`src/rtl/deq_pkg.sv`:
```
package deq_pkg;

    localparam int DATA_W      = 32;
    localparam int KIND_W      = 3;
    localparam int STATUS_W    = 2;
    localparam int DEPTH_DEF   = 32;
    localparam int MAX_RESULTS = 32;

    localparam logic [KIND_W-1:0] KIND_PUSH_FRONT = 3'd0;
    localparam logic [KIND_W-1:0] KIND_PUSH_BACK  = 3'd1;
    localparam logic [KIND_W-1:0] KIND_POP_FRONT  = 3'd2;
    localparam logic [KIND_W-1:0] KIND_POP_BACK   = 3'd3;
    localparam logic [KIND_W-1:0] KIND_PEEK       = 3'd4;
    localparam logic [KIND_W-1:0] KIND_LIST       = 3'd5;

    localparam logic [STATUS_W-1:0] ST_OK    = 2'd0;
    localparam logic [STATUS_W-1:0] ST_EMPTY = 2'd1;
    localparam logic [STATUS_W-1:0] ST_FULL  = 2'd2;

endpackage

```
`src/rtl/deq_store.sv`:
```
module deq_store #(
    parameter int DEPTH  = deq_pkg::DEPTH_DEF,
    parameter int ADDR_W = $clog2(DEPTH)
) (
    input  logic                        i_clk,
    input  logic                        i_we,
    input  logic [ADDR_W-1:0]           i_waddr,
    input  logic [deq_pkg::DATA_W-1:0]  i_wdata,
    input  logic                        i_re,
    input  logic [ADDR_W-1:0]           i_raddr,
    output logic [deq_pkg::DATA_W-1:0]  o_rdata
);
    import deq_pkg::*;

    logic [DATA_W-1:0] r_mem [DEPTH];
    logic [DATA_W-1:0] r_rdata;

    always_ff @(posedge i_clk) begin
        if (i_we) begin
            r_mem[i_waddr] <= i_wdata;
        end
    end

    always_ff @(posedge i_clk) begin
        if (i_re) begin
            r_rdata <= r_mem[i_raddr];
        end
    end

    assign o_rdata = r_rdata;

endmodule

```
`src/rtl/double_ended_queue.sv`:
```
// Push: result strobed in the cycle after the transfer; busy stays low, one push per cycle.
// Pop and peek, queue not empty: result passes the entry store's read register,
//   then the result register; busy is high in S_READ while that read completes.
// List, queue not empty: the first result takes that path too, then one result per
//   cycle, min(count, 32) results; busy is high while in S_LIST. Results never stall.
// Synchronous active-low reset empties the queue; the entry store is not cleared.
module double_ended_queue #(
    parameter int DEPTH = deq_pkg::DEPTH_DEF
) (
    input  logic                                 i_clk,
    input  logic                                 i_rst_n,
    input  logic                                 start,
    output logic                                 busy,
    input  logic [deq_pkg::KIND_W-1:0]           i_kind,
    input  logic signed [deq_pkg::DATA_W-1:0]    i_value,
    output logic                                 o_strobe,
    output logic [deq_pkg::STATUS_W-1:0]         o_status,
    output logic signed [deq_pkg::DATA_W-1:0]    o_value_res,
    output logic                                 o_last
);
    import deq_pkg::*;

    localparam int IW = (DEPTH > 1) ? $clog2(DEPTH) : 1;
    localparam int CW = $clog2(DEPTH + 1);

    typedef enum logic [1:0] {
        S_IDLE,
        S_READ,
        S_LIST
    } t_state;

    t_state              r_state, n_state;
    logic [IW-1:0]       r_front, n_front;
    logic [CW-1:0]       r_count, n_count;
    logic [CW-1:0]       r_idx, n_idx;
    logic [CW-1:0]       r_lastidx, n_lastidx;
    logic                r_strobe, n_strobe;
    logic [STATUS_W-1:0] r_status, n_status;
    logic [DATA_W-1:0]   r_value, n_value;
    logic                r_last, n_last;

    logic                mem_we, mem_re;
    logic [IW-1:0]       mem_waddr, mem_raddr;
    logic [DATA_W-1:0]   mem_rdata;
    logic                accept, full, empty;

    // front + offset, wrapped; both operands stay below DEPTH
    function automatic logic [IW-1:0] slot(input logic [IW-1:0] base,
                                           input logic [CW-1:0] off);
        logic [CW:0] sum;
        sum = (CW+1)'(base) + (CW+1)'(off);
        if (sum >= (CW+1)'(DEPTH)) begin
            sum = sum - (CW+1)'(DEPTH);
        end
        return IW'(sum);
    endfunction

    assign accept = start && !busy;
    assign full   = (r_count == CW'(DEPTH));
    assign empty  = (r_count == '0);
    assign busy   = (r_state != S_IDLE);

    always_comb begin
        n_state   = r_state;
        n_front   = r_front;
        n_count   = r_count;
        n_idx     = r_idx;
        n_lastidx = r_lastidx;
        n_strobe  = 1'b0;
        n_status  = ST_OK;
        n_value   = '0;
        n_last    = 1'b1;
        mem_we    = 1'b0;
        mem_waddr = r_front;
        mem_re    = 1'b0;
        mem_raddr = r_front;

        case (r_state)
            S_IDLE: begin
                if (accept) begin
                    case (i_kind)
                        KIND_PUSH_FRONT, KIND_PUSH_BACK: begin
                            n_strobe = 1'b1;
                            if (full) begin
                                n_status = ST_FULL;
                            end else begin
                                mem_we  = 1'b1;
                                n_value = i_value;
                                n_count = r_count + 1'b1;
                                if (i_kind == KIND_PUSH_FRONT) begin
                                    n_front   = (r_front == '0) ? IW'(DEPTH - 1)
                                                                : r_front - 1'b1;
                                    mem_waddr = n_front;
                                end else begin
                                    mem_waddr = slot(r_front, r_count);
                                end
                            end
                        end
                        KIND_POP_FRONT, KIND_POP_BACK, KIND_PEEK: begin
                            if (empty) begin
                                n_strobe = 1'b1;
                                n_status = ST_EMPTY;
                            end else begin
                                mem_re  = 1'b1;
                                n_state = S_READ;
                                if (i_kind == KIND_POP_BACK) begin
                                    mem_raddr = slot(r_front, r_count - 1'b1);
                                    n_count   = r_count - 1'b1;
                                end else if (i_kind == KIND_POP_FRONT) begin
                                    n_front = (r_front == IW'(DEPTH - 1)) ? '0
                                                                          : r_front + 1'b1;
                                    n_count = r_count - 1'b1;
                                end
                            end
                        end
                        KIND_LIST: begin
                            if (empty) begin
                                n_strobe = 1'b1;
                                n_status = ST_EMPTY;
                            end else begin
                                mem_re  = 1'b1;
                                n_state = S_LIST;
                                n_idx   = '0;
                                // cap the listing at the result limit
                                if (32'(r_count) > MAX_RESULTS) begin
                                    n_lastidx = CW'(MAX_RESULTS - 1);
                                end else begin
                                    n_lastidx = r_count - 1'b1;
                                end
                            end
                        end
                        default: begin
                            // unused kinds: drop without a result
                        end
                    endcase
                end
            end
            S_READ: begin
                n_strobe = 1'b1;
                n_value  = mem_rdata;
                n_state  = S_IDLE;
            end
            S_LIST: begin
                n_strobe = 1'b1;
                n_value  = mem_rdata;
                if (r_idx == r_lastidx) begin
                    n_state = S_IDLE;
                end else begin
                    n_last    = 1'b0;
                    n_idx     = r_idx + 1'b1;
                    mem_re    = 1'b1;
                    mem_raddr = slot(r_front, n_idx);
                end
            end
            default: begin
                n_state = S_IDLE;
            end
        endcase
    end

    always_ff @(posedge i_clk) begin
        if (!i_rst_n) begin
            r_state  <= S_IDLE;
            r_front  <= '0;
            r_count  <= '0;
            r_strobe <= 1'b0;
        end else begin
            r_state  <= n_state;
            r_front  <= n_front;
            r_count  <= n_count;
            r_strobe <= n_strobe;
        end
        r_idx     <= n_idx;
        r_lastidx <= n_lastidx;
        r_status  <= n_status;
        r_value   <= n_value;
        r_last    <= n_last;
    end

    deq_store #(
        .DEPTH  (DEPTH),
        .ADDR_W (IW)
    ) u_store (
        .i_clk   (i_clk),
        .i_we    (mem_we),
        .i_waddr (mem_waddr),
        .i_wdata (i_value),
        .i_re    (mem_re),
        .i_raddr (mem_raddr),
        .o_rdata (mem_rdata)
    );

    assign o_strobe    = r_strobe;
    assign o_status    = r_status;
    assign o_value_res = r_value;
    assign o_last      = r_last;

`ifndef SYNTHESIS
    a_count_bound: assert property (@(posedge i_clk) disable iff (!i_rst_n)
        r_count <= CW'(DEPTH))
        else $error("entry count above depth");

    a_front_bound: assert property (@(posedge i_clk) disable iff (!i_rst_n)
        32'(r_front) < DEPTH)
        else $error("front index out of range");

    a_error_zero: assert property (@(posedge i_clk) disable iff (!i_rst_n)
        r_strobe && (r_status != ST_OK) |-> (r_value == '0) && r_last)
        else $error("error result carries data or is not last");

    a_mid_list: assert property (@(posedge i_clk) disable iff (!i_rst_n)
        r_strobe && !r_last |-> (r_state == S_LIST))
        else $error("non-final result outside a list");

    a_push_count: assert property (@(posedge i_clk) disable iff (!i_rst_n)
        accept && (i_kind == KIND_PUSH_BACK || i_kind == KIND_PUSH_FRONT) && !full
        |=> r_count == $past(r_count) + 1'b1)
        else $error("push did not grow the queue");
`endif

endmodule
```
`config.mk`:
```
export PLATFORM = sky130hd
export DESIGN_NAME = double_ended_queue
export DESIGN_NICKNAME = d
export VERILOG_FILES = /design/src/rtl/deq_pkg.sv /design/src/rtl/deq_store.sv /design/src/rtl/double_ended_queue.sv
export SDC_FILE = /design/constraint.sdc
export NUM_CORES = 1
export LEC_CHECK = 0
export ABC_CLOCK_PERIOD_IN_PS = 6300
export BUFFER_PORTS_ARGS = -buffer_cell sky130_fd_sc_hd__buf_4
export CORE_UTILIZATION = 44
export DETAILED_ROUTE_END_ITERATION = 12
export PLACE_DENSITY = 0.64
export SLEW_MARGIN = 20
export SYNTH_ARGS = -nofsm -noshare
export SYNTH_HDL_FRONTEND = slang
export SYNTH_SLANG_ARGS = --single-unit
```
`constraint.sdc`:
```
create_clock -name i_clk -period 6.3 [get_ports i_clk]
set_input_delay 0.315 -clock i_clk [delete_from_list [all_inputs] [get_ports i_clk]]
set_output_delay 0.315 -clock i_clk [all_outputs]
set_load 0.005 [all_outputs]
```
==> flow_metrics.env <==
export IMPL_finalCriticalPeriod_ns=4.56
export IMPL_drtIter0Drc=4226
export IMPL_core_area_sq_um=101000
export IMPL_die_w_um=321
export IMPL_core_rowCount=116
export IMPL_rrSetupSlack_ns=1.74
export IMPL_place_gp_congestion=0.851
export IMPL_fin_crit_sh_pct=72.4
export IMPL_start_kind="register"
export IMPL_cts_clk_slew_worst_paths_ns=0.06
export IMPL_rsz0062_at_grt="no"
export IMPL_syn_area_per_cell_sq_um=14.2
export IMPL_syn_area_sq_um=44800
export IMPL_clock_sinks=1117
export IMPL_seq_area_frac_synth_pct=73.7
export IMPL_synth_seq_cells=1117
export IMPL_critPathCaptureType="register"
export IMPL_seq_power_share_pct=47.9
export IMPL_power_switching_mw=4.81
export IMPL_overflow=0
export IMPL_top_layer="met5"
export IMPL_ys_async_sr_fraction_pct=0
export IMPL_grt_antenna_before_repair=2
export IMPL_synthTopCellsByArea="edfxtp_1 (72%), a221oi_1 (4.4%), a21oi_1 (4.1%)"
export IMPL_routed_wl_mm=133
export IMPL_hold_end="u_store.r_mem[27][6]$_DFFE_PP_"
export IMPL_dr_pass1_iters=5
export IMPL_yosysTopAreaCell="edfxtp_1"
export IMPL_r2r_cells=12
export IMPL_grt_usage_pct=25.5
export IMPL_maxCapViolCount=0
export IMPL_clock_latency_ns=0.70
export IMPL_slew_headroom_pct=22.3
export IMPL_arrival_ns=5.07
export IMPL_power_frac_comb_pct=16.3
export IMPL_final_net_count=3274
export IMPL_setup_tns_ns=0
export IMPL_crit_type="reg -> reg"
export IMPL_synthCells=3162
export IMPL_power_total_mw=17.6
export IMPL_grt_pass1_vias=27906
export IMPL_met1Wirelength_mm=54.6
export IMPL_yosys_warnings=0
export IMPL_status="finished, final reports clean"
export IMPL_finalInstanceArea_sq_um=50900
export IMPL_powerDensity_nw_per_um2=346
export IMPL_worstHoldPathCells=1
export IMPL_hold_class="in -> reg"
export IMPL_grt_max_degree=131
export IMPL_met2_length_mm=59.5
export IMPL_yosysTopAreaCellShare_pct=71.5
export IMPL_setup_violations=0
export IMPL_worst_pin_slew_ns=1.16
export IMPL_clockRootBuffer="clkbuf_16"
export IMPL_hold_viol=0
export IMPL_critPathRequiredTime_ns=6.81
export IMPL_p_sw_share_pct=27.3
export IMPL_die_y_um=321
export IMPL_grt_pass1_wl_mm=193
export IMPL_cts_buffer_depth=3
export IMPL_cts_made_buffers=110
export IMPL_vdd_drop_max_mv=0.295
export IMPL_final_antenna_net_count=0
export IMPL_area_growth_pct=13.5
export IMPL_slew_viol_final=0
export IMPL_placed_area_sq_um=47400
export IMPL_p_leak_nw=15.9
export IMPL_io_pins=75
export IMPL_crit_path_max_fanout=45
export IMPL_synth_fp_nets=3225
export IMPL_regToRegEndpoint="u_store.o_rdata[25]$_DFFE_PP_"
export IMPL_r2r_start="r_count[0]$_SDFFE_PN0P_"
export IMPL_vias_per_cell=6.38
export IMPL_fmax_mhz=219
export IMPL_dp_hpwl_mm=70.7
export IMPL_vias=29744
export IMPL_dr_wl_met3_mm=15.0
export IMPL_cts_tree="yes"
export IMPL_synth_edf_count=1068
export IMPL_synth_ff_type="edfxtp_1"
export IMPL_htreeDepth=3
export IMPL_drc=0
export IMPL_initial_core_util_pct=44.6
export IMPL_hold_start="i_value[6]"
export IMPL_internal_power_mw=12.8
export IMPL_synthDistinctLibCells=63
export IMPL_wire_per_inst_um=28.6
export IMPL_die_area_sq_um=103000
export IMPL_drive_gt1_share_pct=12.3
export IMPL_p_clk_share_pct=35.8
export IMPL_fin_skew_ns=0.0437
export IMPL_port_buffers=74
[Yosys cell counts (all sizes together) (7+ instances only)]
master / instances
buf: 93
and3: 99
a22oi: 128
a21o: 7
nor4: 68
a221oi: 223
edfxtp: 1068
a311oi: 32
nand2: 448
a21oi: 371
and2: 45
xor2: 10
nor2: 55
inv: 20
clkbuf: 166
ha: 22
a211oi: 104
nand3: 7
dfxtp: 49
o21ai: 54
xnor2: 20
nand4: 7
nor3: 7
[state kept, by name (all words and copies together), names as in the netlist]
signal and cells:
o_last 1, r_state 2, u_store.r_mem 1024, u_store.o_rdata 32, o_status 2, r_front 5, r_idx 6, r_lastidx 6
r_count 6, o_strobe 1, o_value_res 32
[how the worst max path moves through the flow]
| stage | start | end | slack (ns) |
|---|---|---|---|
| final | r_count[0]$_SDFFE_PN0P_ | u_store.o_rdata[25]$_DFFE_PP_ | 1.74 |
| after global routing | r_count[0]$_SDFFE_PN0P_ | u_store.o_rdata[25]$_DFFE_PP_ | 1.45 |
| after CTS | r_count[0]$_SDFFE_PN0P_ | u_store.o_rdata[25]$_DFFE_PP_ | 1.80 |
| after detailed placement | r_count[0]$_SDFFE_PN0P_ | u_store.o_rdata[11]$_DFFE_PP_ | 1.81 |
| after global placement | r_count[0]$_SDFFE_PN0P_ | u_store.o_rdata[18]$_DFFE_PP_ | 1.87 |
| after floorplan | r_front[0]$_SDFFE_PN0P_ | u_store.r_mem[16][0]$_DFFE_PP_ | 0.53 |
[cell families after synthesis]
family	synth area share, %
flops	73.7
buf+inv	2.69
simple gates	7.84
xor+xnor	0.586
fa+ha+maj	0.770
compound gates	14.4
mux	0.0223
[metrics by stage]
| stage | hold WS, ns | cells | worst slack (ns) | utilization [%] |
|---|---|---|---|---|
| 5_1_grt | 0.0183 | 4659 | 1.45 | 50.6 |
| 3_3_place_gp | 0.490 | 4453 | 1.87 | 47.1 |
| 2_1_floorplan | 0.414 | 3162 | 0.525 | - |
| 4_1_cts | 0.00340 | 4659 | 1.80 | 50.6 |
| 6_report | 0.0298 | 4660 | 1.74 | 50.6 |
| 3_5_place_dp | 0.494 | 4453 | 1.81 | 47.1 |
[critical path, cell delays in order, from the launching register on]
cell	delay [ns]
dfxtp_1	0.54
inv_1	0.17
ha_1	0.27
nor2b_1	0.20
a211oi_4	0.44
nand2_4	0.38
nand4_4	0.46
buf_4	0.40
buf_4	0.51
nand2_1	0.11
a221oi_1	0.30
o21ai_0	0.27
a22oi_1	0.29
[final cells by class]
type | instances | area (sq um)
antenna | 1 | 2.50
tap | 1357 | 1700
fill | 8349 | 49700
multi-input combinational | 1766 | 11000
inverter | 20 | 75.1
timing repair buffer | 196 | 1680
clock inverter | 50 | 405
clock buffer | 153 | 3030
sequential | 1117 | 33100
[what timing repair did]
action	4_1_cts	5_1_grt
gates resized for setup	0	0
setup endpoints to repair	0	0
hold buffers	3	0
buffers inserted	0	0
endpoints found under the hold margin	15	0
[power groups by stage]
stage                     Clock (mW)  Sequential, mW  Combinational [mW]
after floorplan                    0            8.56                1.72
after global placement             0            8.57                2.78
after detailed placement           0            8.58                2.81
after CTS                       6.35            8.42                2.82
after global routing            6.64            8.43                3.06
final                           6.30            8.42                2.87
[routing by layer]
layer	track usage, %	up-vias
li1	-	12564
met1	37.1	14992
met2	38.3	1911
met3	4.99	275
met4	8.30	2
met5	0	-
[cells in the final DEF (no fill, tap or decap), types with 33 or more instances in the layout]
master     synthesis  final
a211oi_1         103    103
a21oi_1          371    370
a221oi_1         223    223
a22oi_1          128    128
and2_1            45     45
and3_1            99     98
buf_4              8    177
clkbuf_1         166     33
clkbuf_16          0    111
dfxtp_1           49     49
edfxtp_1        1068   1068
nand2_1          448    446
nor2_1            55     51
nor4_1            68     36
Power figures use the tool's default switching activity.
